===== src/rtl/asrf_pkg.sv =====
`timescale 1ns / 1ps
// ----------------------------------------------------------------------------
// asrf_pkg
// Shared types, constants and the sample conversion for the audio ring FIFO.
// ----------------------------------------------------------------------------
package asrf_pkg;

    localparam int RING_BYTES      = 4096;
    localparam int PTR_W           = $clog2(RING_BYTES);
    localparam int CNT_W           = PTR_W + 1;
    localparam int MAX_READ_FRAMES = 32;
    localparam int STALL_W         = 17;
    localparam int QB_W            = 13;
    localparam int QF_W            = 11;
    localparam int LEFT_W          = 7;

    localparam logic [2:0] MODE_WRITE = 3'd0;
    localparam logic [2:0] MODE_READ  = 3'd1;
    localparam logic [2:0] MODE_DELAY = 3'd2;
    localparam logic [2:0] MODE_CLEAR = 3'd3;
    localparam logic [2:0] MODE_PAUSE = 3'd4;
    localparam logic [2:0] MODE_CLOSE = 3'd5;

    localparam logic REG_FORMAT = 1'b0;
    localparam logic REG_LIMIT  = 1'b1;

    localparam logic [15:0] LIMIT_RESET = 16'd250;

    typedef enum logic [2:0] {
        OP_NOP,
        OP_WRITE,
        OP_READ,
        OP_DELAY,
        OP_CLEAR,
        OP_PAUSE,
        OP_CLOSE
    } t_op;

    typedef struct packed {
        t_op         op;
        logic [7:0]  data_byte;
        logic [5:0]  frame_limit;
        logic [15:0] delay_ms;
        logic        pause_req;
    } t_cmd;

    typedef enum logic [2:0] {
        S_IDLE,
        S_ONE,
        S_FETCH,
        S_WAIT,
        S_EMIT
    } t_state;

    // Signed 16-bit sample scaled by 2^-15, as IEEE single bits. Always exact.
    function automatic logic [31:0] s16_to_f32(input logic [15:0] raw);
        logic        sgn;
        logic [15:0] mag;
        logic [3:0]  pos;
        logic [15:0] norm;
        logic [7:0]  expo;
        sgn  = raw[15];
        mag  = sgn ? (~raw + 16'd1) : raw;
        pos  = '0;
        for (int i = 0; i < 16; i++) begin
            if (mag[i]) begin
                pos = 4'(i);
            end
        end
        norm = mag << (4'd15 - pos);
        expo = 8'd112 + {4'd0, pos};
        if (mag == '0) begin
            return 32'd0;
        end
        return {sgn, expo, norm[14:0], 8'd0};
    endfunction

endpackage


===== src/rtl/asrf_front.sv =====
`timescale 1ns / 1ps
// ----------------------------------------------------------------------------
// asrf_front
// Accepts input transactions, decodes them into commands and queues them.
// ----------------------------------------------------------------------------
module asrf_front (
    input  logic          i_clk,
    input  logic          i_rst_n,
    input  logic          i_in_valid,
    output logic          o_in_stall,
    input  logic [2:0]    i_mode,
    input  logic [7:0]    i_data_byte,
    input  logic [19:0]   i_chunk_len,
    input  logic [5:0]    i_frame_limit,
    input  logic [15:0]   i_delay_ms,
    input  logic          i_pause_req,
    output logic          o_cmd_valid,
    output asrf_pkg::t_cmd o_cmd,
    input  logic          i_cmd_pop
);
    import asrf_pkg::*;

    t_cmd       r_q [2];
    logic       r_wr;
    logic       r_rd;
    logic [1:0] r_cnt;
    t_cmd       n_cmd;
    logic       push;
    logic       pop;

    always_comb begin
        n_cmd.data_byte   = i_data_byte;
        n_cmd.delay_ms    = i_delay_ms;
        n_cmd.pause_req   = i_pause_req;
        n_cmd.frame_limit = (i_frame_limit > 6'(MAX_READ_FRAMES)) ?
                            6'(MAX_READ_FRAMES) : i_frame_limit;
        unique case (i_mode)
            MODE_WRITE: n_cmd.op = (i_chunk_len != '0 &&
                                    i_chunk_len <= 20'(RING_BYTES)) ? OP_WRITE : OP_NOP;
            MODE_READ:  n_cmd.op = OP_READ;
            MODE_DELAY: n_cmd.op = OP_DELAY;
            MODE_CLEAR: n_cmd.op = OP_CLEAR;
            MODE_PAUSE: n_cmd.op = OP_PAUSE;
            MODE_CLOSE: n_cmd.op = OP_CLOSE;
            default:    n_cmd.op = OP_NOP;
        endcase
    end

    assign o_in_stall  = (r_cnt == 2'd2);
    assign push        = i_in_valid && !o_in_stall;
    assign pop         = i_cmd_pop && o_cmd_valid;
    assign o_cmd_valid = (r_cnt != 2'd0);
    assign o_cmd       = r_q[r_rd];

    always_ff @(posedge i_clk) begin
        if (push) begin
            r_q[r_wr] <= n_cmd;
        end
        if (!i_rst_n) begin
            r_wr  <= 1'b0;
            r_rd  <= 1'b0;
            r_cnt <= 2'd0;
        end else begin
            if (push) begin
                r_wr <= ~r_wr;
            end
            if (pop) begin
                r_rd <= ~r_rd;
            end
            r_cnt <= r_cnt + 2'(push) - 2'(pop);
        end
    end

    a_cnt_bound: assert property (@(posedge i_clk) disable iff (!i_rst_n)
        r_cnt <= 2'd2) else $error("command queue overfilled");
    a_pop_nonempty: assert property (@(posedge i_clk) disable iff (!i_rst_n)
        (r_cnt == 2'd0) |-> !pop) else $error("pop from empty queue");
    a_cnt_track: assert property (@(posedge i_clk) disable iff (!i_rst_n)
        (push && !pop && r_cnt == 2'd1) |=> (r_cnt == 2'd2))
        else $error("queue count lost a push");
endmodule


===== config.mk =====
export PLATFORM = sky130hd
export DESIGN_NAME = asrf_front
export DESIGN_NICKNAME = d
export VERILOG_FILES = /design/src/rtl/asrf_pkg.sv /design/src/rtl/asrf_front.sv
export SDC_FILE = /design/constraint.sdc
export NUM_CORES = 1
export LEC_CHECK = 0
export ABC_AREA = 0
export BUFFER_PORTS_ARGS = -buffer_cell sky130_fd_sc_hd__buf_2
export CELL_PAD_IN_SITES_DETAIL_PLACEMENT = 2
export CELL_PAD_IN_SITES_GLOBAL_PLACEMENT = 2
export CORE_ASPECT_RATIO = 1.75
export CORE_UTILIZATION = 37
export DETAILED_ROUTE_END_ITERATION = 8
export PLACE_DENSITY = 0.94
export SYNTH_ARGS = -nofsm -noshare
export SYNTH_HDL_FRONTEND = slang
export SYNTH_SLANG_ARGS = --single-unit

===== constraint.sdc =====
create_clock -name i_clk -period 4.12 [get_ports i_clk]
set_input_delay 0.206 -clock i_clk [delete_from_list [all_inputs] [get_ports i_clk]]
set_output_delay 0.206 -clock i_clk [all_outputs]
set_load 0.01 [all_outputs]

==> results of run 1 <==
==> cell families (layout without fill, tap and decap cells) <==
| logic type | count (synthesis) | after routing | share of synthesized area |
|---|---|---|---|
| mux | 36 | 36 | 0.143 |
| xor+xnor | 4 | 4 | 0.0124 |
| compound gates | 5 | 5 | 0.0124 |
| flops | 73 | 73 | 0.760 |
| simple gates | 24 | 24 | 0.0497 |
| fa+ha+maj | 2 | 2 | 0.00888 |
| buf+inv | 10 | 113 | 0.0133 |
==> path summary, 6_finish.rpt <==
check                                         start                    to  slack (ns)  cells past startpoint
worst min-delay path                    i_pause_req   r_q[1][0]$_DFFE_PP_        0.07                      1
worst max register to register  r_cnt[0]$_SDFF_PN0_  r_q[0][23]$_DFFE_PP_        2.10                      5
worst min register to register    r_wr$_SDFFE_PN0P_     r_wr$_SDFFE_PN0P_        0.53                      2
worst max-delay path            r_cnt[0]$_SDFF_PN0_  r_q[0][23]$_DFFE_PP_        2.10                      5
==> layout by cell type (no fill, tap or decap), types with 2 or more instances in the layout <==
| master | netlist | routed |
|---|---|---|
| buf_2 | 0 | 93 |
| clkbuf_1 | 5 | 3 |
| clkbuf_16 | 0 | 9 |
| clkinv_1 | 0 | 2 |
| dfxtp_1 | 5 | 4 |
| edfxtp_1 | 68 | 68 |
| ha_1 | 2 | 2 |
| inv_1 | 5 | 5 |
| mux2_2 | 35 | 35 |
| nand2_1 | 2 | 2 |
| nor2_1 | 5 | 5 |
| nor2b_1 | 5 | 5 |
| nor3_1 | 2 | 2 |
| or4_1 | 4 | 4 |
| xnor2_1 | 3 | 3 |
==> registers in the layout, indices dropped and copies added, names as in the netlist, named ones only <==
name,cells
r_q,68
r_cnt,2
r_rd,1
r_wr,1
==> metal layers <==
layer / part of all wire / up-vias
met3: 0.048 / 6
met5: 0 / -
met4: 0.017 / 0
met2: 0.60 / 62
li1: - / 787
met1: 0.34 / 836
==> through the flow <==
stage          hold slack (ns)  setup slack [ns]
2_1_floorplan            0.305              2.17
3_3_place_gp             0.396              2.24
3_5_place_dp             0.400              2.09
4_1_cts                 0.0553              2.08
5_1_grt                 0.0583              1.96
6_report                0.0720              2.10
==> worst max-delay path: cells and delay by family, from the launching register on <==
| family | cells | cell delay [ns] |
|---|---|---|
| and+or+nand+nor | 2 | 0.50 |
| buffers and inverters | 3 | 0.76 |
| DFF | 1 | 0.38 |
==> where the power goes <==
| part | total [mW] | internal [mW] | leakage, nW | switching, mW |
|---|---|---|---|---|
| clock | 0.650 | 0.396 | 0.118 | 0.254 |
| combinational | 0.462 | 0.234 | 0.637 | 0.228 |
| sequential | 1.00 | 0.927 | 0.680 | 0.0731 |
| total | 2.11 | 1.56 | 1.43 | 0.556 |
==> final cells by class <==
class / instances / share of cell area
clock buffers: 12 / 0.0652
clock inverters: 2 / 0.00207
inverters: 5 / 0.00517
multi-input cells: 71 / 0.177
flip-flops and latches: 73 / 0.591
well taps: 86 / 0.0297
repair buffers: 94 / 0.130
==> synth_stat cells <==
| cell type | number | area share |
|---|---|---|
| edfxtp_1 | 68 | 0.72 |
| mux2_2 | 35 | 0.14 |
| clkbuf_1 | 5 | 0.0067 |
| dfxtp_1 | 5 | 0.036 |
| inv_1 | 5 | 0.0067 |
| nor2_1 | 5 | 0.0067 |
| nor2b_1 | 5 | 0.011 |
| or4_1 | 4 | 0.011 |
| xnor2_1 | 3 | 0.0093 |
| ha_1 | 2 | 0.0089 |
| nand2_1 | 2 | 0.0027 |
| nor3_1 | 2 | 0.0036 |
| a21oi_1 | 1 | 0.0018 |
| a41o_1 | 1 | 0.0036 |
| and2_1 | 1 | 0.0022 |
| and3_1 | 1 | 0.0022 |
| mux2i_1 | 1 | 0.0036 |
| nand2b_1 | 1 | 0.0022 |
| o21a_1 | 1 | 0.0027 |
| o21ai_0 | 1 | 0.0018 |
| o31ai_1 | 1 | 0.0027 |
| or2_2 | 1 | 0.0022 |
| or3_1 | 1 | 0.0022 |
| or4_4 | 1 | 0.0040 |
| xor2_1 | 1 | 0.0031 |
==> flow_summary.toml, run 1 <==
[synth]
synth_area_per_cell_um2 = 18.3
syn_area_mm2 = 0.00282
ys_seq_area_frac = 0.760
ys_ff_latch = 73
ys.warnings.count = 0
synthCells = 154
synth_fp_nets = 214
ys_types = 25

[global_route]
grt-busiest-layer = "met2"
grt_util_met2 = 0.321
use_met3 = 0.0504
grt_max_degree = 35
grt-ovfl-total = 0
grt_pass1_vias = 1876
antenna_found_initial = 0
met1_usage = 0.178
grt_usage = 0.180
grt_pass1_wl_mm = 9.82

[route]
viasPerCell = 4.93
drt.antenna.violating_nets = 0
vias = 1691
drc = 0
route.final.wire_length_mm = 6.53
wl_per_cell_um = 19.0
firstDrtPassIters = 5
drt_iter0_drc = 71

[worst_setup_path]
slowest_delay_ns = 0.42
worstPathArrival_ns = 1.99
crit_chain = "nand2b_1, inv_1, or3_1, inv_1, buf_4"
cp-start-kind = "flop"
critPathCaptureType = "flop"
crit_top_cell = "inv_1"
crit_type = "flop to flop"
worst_path_max_delay_cell = "buf_4"
cp_max_fo = 27
cp.required_ns = 4.10

[status]
status = "complete, no violations"

[cells_and_area]
fin_util = 0.498
final_cell_area_mm2 = 0.00363
seq_area_mm2 = 0.00214
final_nets = 314
antennaDiodeCount = 0
area_growth_pct = 28.7
multi_input_area_um2 = 641
drive_gt1_frac = 0.553
fill_cells = 711
final_cells = 343

[floorplan]
rows = 41
dieArea_mm2 = 0.00799
chipHeight_um = 117
fp.coreArea_mm2 = 0.00728
initial_core_util = 0.387
die_x_um = 68.0
ios = 94

[timing]
max_freq_ghz = 0.496
drv_slew = 0
worst_slew_pin_slew_ns = 0.858
timing.final.crit_share = 0.489
max_slew_margin = 0.428
grt_setup_unrepaired = "no"
hold_violations = 0
period_minus_slack_ns = 2.02
setup_viol = 0
fin_tns_setup_ns = 0
clock-skew-final_ns = 0.00483

[clock_tree]
cts-htree-levels = 3
cts_tree = "yes"
cts_sinks = 73
cts_resized = 0
path_clk_slew_ns = 0.05
postCtsHoldBufs = 0
postCtsSetupRepairBufs = 0
insertion_delay_ns = 0.32
cts_made_buffers = 9
clock-root-buffer = "clkbuf_16"
cts_buffer_depth = 2

[placement]
place_congestion = 0.737
dp.cells = 329
io_buffers = 93
place_area_mm2 = 0.00338
hpwl_mm = 4.91

[power_and_ir_drop]
powerDensity_mw_per_mm2 = 583
total_leakage_power_nw = 1.43
power_mw = 2.11
ir_drop_v = 0.000298

[hold_path]
hp-class = "primary input to flop"

[job]
maxCapViolations = 0
No activity file was read; power rests on OpenSTA's default activity.
==> run 2: changes to the inputs <==
Settings changed: ABC_AREA 0 to 1, CORE_UTILIZATION 37 to 31, PLACE_DENSITY 0.94 to 0.85.
Clock period 4.12 ns to 1.7 ns, I/O delays scaled along.
==> run 2 against run 1 <==
First-iteration DRC count is 25% higher. Sequential share of layout area is 9.7 points lower. Setup slack worse by 2.1 ns. Via count is 16% higher. Synthesized cell count is 21% higher. Sequential cell count stayed put. Critical endpoint is now r_cnt[1]$_SDFF_PN0_. Largest power group unchanged. Highest routed layer unchanged.
==> flow_summary.toml, run 2 <==
[timing]
fin_tns_setup_ns = 0
max_freq_ghz = 0.603
drv_slew = 0
grt_setup_unrepaired = "yes"
final.setup.worst_slack_ns = 0.0410
clock-skew-final_ns = 0.00357
timing.final.crit_share = 0.976
max_slew_margin = 0.771
hold_violations = 0
worst_slew_pin_slew_ns = 0.343
setup_viol = 0
period_minus_slack_ns = 1.66

[power_and_ir_drop]
total_leakage_power_nw = 1.79
power_mw = 6.21
powerDensity_mw_per_mm2 = 1430
ir_drop_v = 0.000621

[clock_tree]
clock-root-buffer = "clkbuf_16"
cts_made_buffers = 9
cts-htree-levels = 3
cts_buffer_depth = 2
insertion_delay_ns = 0.33
cts_sinks = 73
cts_tree = "yes"
path_clk_slew_ns = 0.05

[cells_and_area]
fill_cells = 995
largestRegisters = "r_q: 68 flops, r_cnt: 2 flops"
area_growth_pct = 41.6
final_nets = 382
layout_commonest_cell = "buf_2"
regMostFlops = "r_q"
final_cell_area_mm2 = 0.00435
final_cells = 449
multi_input_area_um2 = 878
antennaDiodeCount = 0
final_cell_mix = "buf_2, edfxtp_1, mux2_4, dlygate4sd3_1, nor2_1"
seq_area_mm2 = 0.00215
largest_reg_flops = 68
drive_gt1_frac = 0.505

[route]
vias = 1969
route.final.wire_length_mm = 7.13
drt.antenna.violating_nets = 0
viasPerCell = 4.39
firstDrtPassIters = 4
drc = 0
drt_iter0_drc = 89
wl_per_cell_um = 15.9

[synth]
synth_top_area_share = 0.665
synth_fp_nets = 247
ys_seq_area_frac = 0.698
ys.warnings.count = 0
async_flop_share = 0
ys_ff_latch = 73
netlist_top_cells_area = "edfxtp_1, mux2_4, dfxtp_1"
yosys-top-cells-count = "edfxtp_1, mux2_4, nor2_1, inv_1, nand2_1"
synthCells = 187
synth_edf_count = 68
synth_area_per_cell_um2 = 16.4
yosysMostFrequentCell = "edfxtp_1"
ys_types = 25
syn_area_mm2 = 0.00307
synth-main-ff-cell = "edfxtp_1"
synth_top_cell_by_area = "edfxtp_1"

[floorplan]
dieArea_mm2 = 0.0103
initial_core_util = 0.322
rows = 47
chipHeight_um = 134
die_x_um = 77.2
ios = 94
fp.coreArea_mm2 = 0.00953

[global_route]
grt-ovfl-total = 0
grt_pass1_vias = 2328
grt_usage = 0.149
antenna_found_initial = 0
grt_pass1_wl_mm = 11.3
grt_max_degree = 21

[status]
status = "complete, no violations"

[placement]
io_buffers = 93
place_area_mm2 = 0.00367
hpwl_mm = 5.00
place_congestion = 0.669
pre_cts_ws_ns = -0.0703
dp.cells = 403

[worst_setup_path]
cp-start-kind = "flop"
rrSetupSlack_ns = 0.04
crit_type = "flop to flop"
critPathCaptureType = "flop"
timing.rr.end = "r_cnt[1]$_SDFF_PN0_"
r2r_start = "r_cnt[0]$_SDFF_PN0_"
worstPathArrival_ns = 1.88
cp_max_fo = 4
cp.required_ns = 1.92
rr_worst_depth = 9

[hold_path]
hp-start = "i_frame_limit[5]"
whs_endpoint = "r_q[1][22]$_DFFE_PP_"
hold-path-cell-count = 1
hp-class = "primary input to flop"

[job]
maxCapViolations = 0
==> run 2: where the power goes <==
group | internal, mW | switching, mW | total (mW)
Sequential | 2.31 | 0.104 | 2.42
Combinational | 0.947 | 0.886 | 1.83
Clock | 1.28 | 0.673 | 1.96
Total | 4.55 | 1.66 | 6.21
==> run 2: worst max-delay path by stage <==
stage	startpoint	end	slack, ns	cells past startpoint
6_report	r_cnt[0]$_SDFF_PN0_	r_cnt[1]$_SDFF_PN0_	0.04	9
3_3_place_gp	r_cnt[0]$_SDFF_PN0_	r_cnt[1]$_SDFF_PN0_	0.09	9
3_5_place_dp	r_cnt[0]$_SDFF_PN0_	r_cnt[1]$_SDFF_PN0_	-0.07	9
4_1_cts	r_cnt[0]$_SDFF_PN0_	r_cnt[1]$_SDFF_PN0_	0.02	9
5_1_grt	r_cnt[0]$_SDFF_PN0_	r_cnt[1]$_SDFF_PN0_	-0.01	9
2_1_floorplan	r_cnt[0]$_SDFF_PN0_	r_q[0][0]$_DFFE_PP_	-0.09	2
==> run 2: logic make-up (layout without fill, tap and decap cells) <==
group                      count (synthesis)  after routing  share of synthesized area
and+or+nand+nor                           46             46                     0.0628
DFF                                       73             73                      0.698
xor gates and xnor gates                   1              1                    0.00285
adders and majority gates                  2              2                    0.00815
AOI/OAI and AO/OA                         12             12                     0.0253
muxes                                     34             34                      0.161
buffers and inverters                     19            159                     0.0416
==> run 2: per-stage QoR <==
stage           util  hold slack (ns)
2_1_floorplan      -            0.178
3_3_place_gp   0.386            0.275
3_5_place_dp   0.386            0.280
4_1_cts        0.450           0.0368
5_1_grt        0.456           0.0584
6_report       0.456           0.0570
==> run 2: cell type report <==
cell class / instances / share of cell area
Clock buffer: 13 / 0.0553
Timing Repair Buffer: 129 / 0.185
Clock inverter: 3 / 0.0150
Sequential cell: 73 / 0.494
Multi-Input combinational cell: 95 / 0.202
Tap cell: 122 / 0.0351
Inverter: 14 / 0.0132
==> run 2: what timing repair did <==
| item | CTS | global route |
|---|---|---|
| setup endpoints to repair | 1 | 1 |
| pin swaps | 2 | 7 |
| hold buffers | 26 | 0 |
| setup buffers | 2 | 2 |
| hold endpoints to repair | 51 | 0 |
| resized for setup | 8 | 9 |
==> run 2: metal layers <==
metal,vias up,share of wire,track usage
li1,942,-,-
met4,0,0.023,0.0755
met1,954,0.34,0.136
met5,-,0,0
met3,10,0.043,0.0363
met2,63,0.60,0.294
==> run 2: worst max-delay path, cell delays in order (launching register included) <==
cell and delay (ns):
dfxtp_4 0.36, or2_4 0.27, nand2_4 0.08, inv_4 0.04, ha_4 0.26, inv_4 0.03, ha_4 0.16, xnor2_4 0.13
o21ai_2 0.17, a21oi_4 0.04
==> run 3: changes to the inputs <==
Settings changed: CORE_ASPECT_RATIO 1.75 to 0.75.
==> run 3 against run 2 <==
Sequential cell count did not move. Combinational power fell by 4%. First-iteration DRC count fell by 40%. Utilization is 0.52 points lower. Critical path depth stayed put. Hold slack worse by 0.031 ns. Sequential power about the same. Critical endpoint unchanged. Largest cell class unchanged. Highest routed layer unchanged.
==> flow_summary.toml, run 3 (synthesized netlist as in run 2, its figures left out) <==
[cells_and_area]
layout_commonest_cell = "buf_2"
largest_reg_flops = 68
drive_gt1_frac = 0.505
antennaDiodeCount = 0
final_cell_area_mm2 = 0.00434
final_cell_mix = "buf_2, edfxtp_1, mux2_4, dlygate4sd3_1, nor2_1"
area_growth_pct = 41.4
regMostFlops = "r_q"
final_nets = 378
largestRegisters = "r_q: 68 flops, r_cnt: 2 flops"

[hold_path]
hp-class = "primary input to flop"
hp-start = "i_rst_n"
hold-path-cell-count = 3
whs_endpoint = "r_cnt[0]$_SDFF_PN0_"

[floorplan]
initial_core_util = 0.319
chipHeight_um = 88.2
ios = 94
dieArea_mm2 = 0.0103
rows = 31
die_x_um = 117
fp.coreArea_mm2 = 0.00962

[placement]
io_buffers = 93
hpwl_mm = 5.20
place_congestion = 0.659
pre_cts_ws_ns = -0.0291
place_area_mm2 = 0.00370

[timing]
hold_violations = 0
max_slew_margin = 0.796
period_minus_slack_ns = 1.67
worst_slew_pin_slew_ns = 0.304
final.setup.worst_slack_ns = 0.0309
clock-skew-final_ns = 0.00425
max_freq_ghz = 0.599
whs_ns = 0.0264
timing.final.crit_share = 0.982
drv_slew = 0
setup_viol = 0

[clock_tree]
path_clk_slew_ns = 0.06
cts_made_buffers = 9
cts_buffer_depth = 2
cts_sinks = 73
cts-htree-levels = 3
clock-root-buffer = "clkbuf_16"
insertion_delay_ns = 0.33
cts_tree = "yes"

[worst_setup_path]
cp.required_ns = 1.95
timing.rr.end = "r_cnt[1]$_SDFF_PN0_"
worst_path_max_delay_cell = "dfxtp_2"
critPathCaptureType = "flop"
rrSetupSlack_ns = 0.03
crit_chain = "or2_4, nand2_4, inv_4, ha_4, inv_1, ha_4, xnor2_4, o21ai_1, a21oi_1"
rr_worst_depth = 9
crit_top_cell = "ha_4"
crit_buf_inv = 2
crit_type = "flop to flop"
r2r_start = "r_cnt[0]$_SDFF_PN0_"
cp_max_fo = 4
crit_family = "adder cells"
slowest_delay_ns = 0.36
cp-start-kind = "flop"
worstPathArrival_ns = 1.92

[route]
drt.antenna.violating_nets = 0
wl_per_cell_um = 16.4
route.final.wire_length_mm = 7.45
drc = 0
firstDrtPassIters = 4
viasPerCell = 4.23
vias = 1925
drt_iter0_drc = 53

[global_route]
grt_usage = 0.150
grt-ovfl-total = 0
antenna_found_initial = 0
grt_pass1_vias = 2204
grt_max_degree = 23
grt_pass1_wl_mm = 11.1

[power_and_ir_drop]
powerDensity_mw_per_mm2 = 1440
total_leakage_power_nw = 1.78
ir_drop_v = 0.000621

[status]
status = "complete, no violations"

[job]
maxCapViolations = 0
## run 3: cell types whose count changed in the layout (fill, tap and decap cells not counted), sizes merged
cell	before	now
buf	103	100
clkbuf	13	9
clkinvlp	0	2
dlygate4sd3	26	25
inv	14	16
## run 3: layout make-up
class	instances	area, µm²
tap	132	165
clock inverter	7	101
sequential	73	2150
multi-input combinational	95	863
fill	978	5280
timing repair buffer	125	781
inverter	14	55.1
clock buffer	9	225
## run 3: how the worst max path moves through the flow
stage / slack (ns) / from / endpoint / depth (start not counted)
after floorplan: -0.09 / r_cnt[0]$_SDFF_PN0_ / r_q[0][0]$_DFFE_PP_ / 2
final: 0.03 / r_cnt[0]$_SDFF_PN0_ / r_cnt[1]$_SDFF_PN0_ / 9
after detailed placement: -0.03 / r_cnt[0]$_SDFF_PN0_ / r_cnt[1]$_SDFF_PN0_ / 9
after global routing: -0.02 / r_cnt[0]$_SDFF_PN0_ / r_cnt[1]$_SDFF_PN0_ / 9
after CTS: 0.02 / r_cnt[1]$_SDFF_PN0_ / r_cnt[1]$_SDFF_PN0_ / 9
after global placement: 0.1 / r_cnt[0]$_SDFF_PN0_ / r_cnt[1]$_SDFF_PN0_ / 9
## run 3: layer usage
| layer | wire [µm] | track usage | vias up |
|---|---|---|---|
| met5 | 0 | 0 | - |
| met4 | 64 | 0.0552 | 0 |
| met3 | 263 | 0.0394 | 6 |
| met2 | 4220 | 0.294 | 48 |
| met1 | 2900 | 0.153 | 935 |
| li1 | - | - | 936 |
## run 3: repair_timing
action                                 in CTS  in global routing
hold buffers                               25                  0
endpoints found under the hold margin      50                  0
setup endpoints to repair                   1                  1
resized for setup                           4                  7
pin swaps                                   0                  2
setup buffers                               0                  1
## run 3: through the flow
| stage | setup TNS [ns] | instances | util | total power, mW |
|---|---|---|---|---|
| 2_1_floorplan | -6.23 | 187 | - | 3.51 |
| 3_3_place_gp | 0 | 413 | 0.384 | 3.96 |
| 5_1_grt | -0.0249 | 455 | 0.451 | 6.51 |
| 3_5_place_dp | -0.0291 | 413 | 0.384 | 4.06 |
| 6_report | 0 | 455 | 0.451 | 6.24 |
| 4_1_cts | 0 | 454 | 0.445 | 6.19 |
## run 3: power by group
part	total [mW]	internal [mW]	switching, mW	leakage [nW]
Sequential	2.43	2.32	0.118	0.681
Clock	2.04	1.30	0.742	0.153
Combinational	1.76	0.898	0.866	0.946
## run 3: worst register-to-register path: stages, from the launching register on
cell and delay [ns]:
dfxtp_2 0.36, or2_4 0.26, nand2_4 0.07, inv_4 0.05, ha_4 0.25, inv_1 0.06
ha_4 0.18, xnor2_4 0.18, o21ai_1 0.09, a21oi_1 0.10
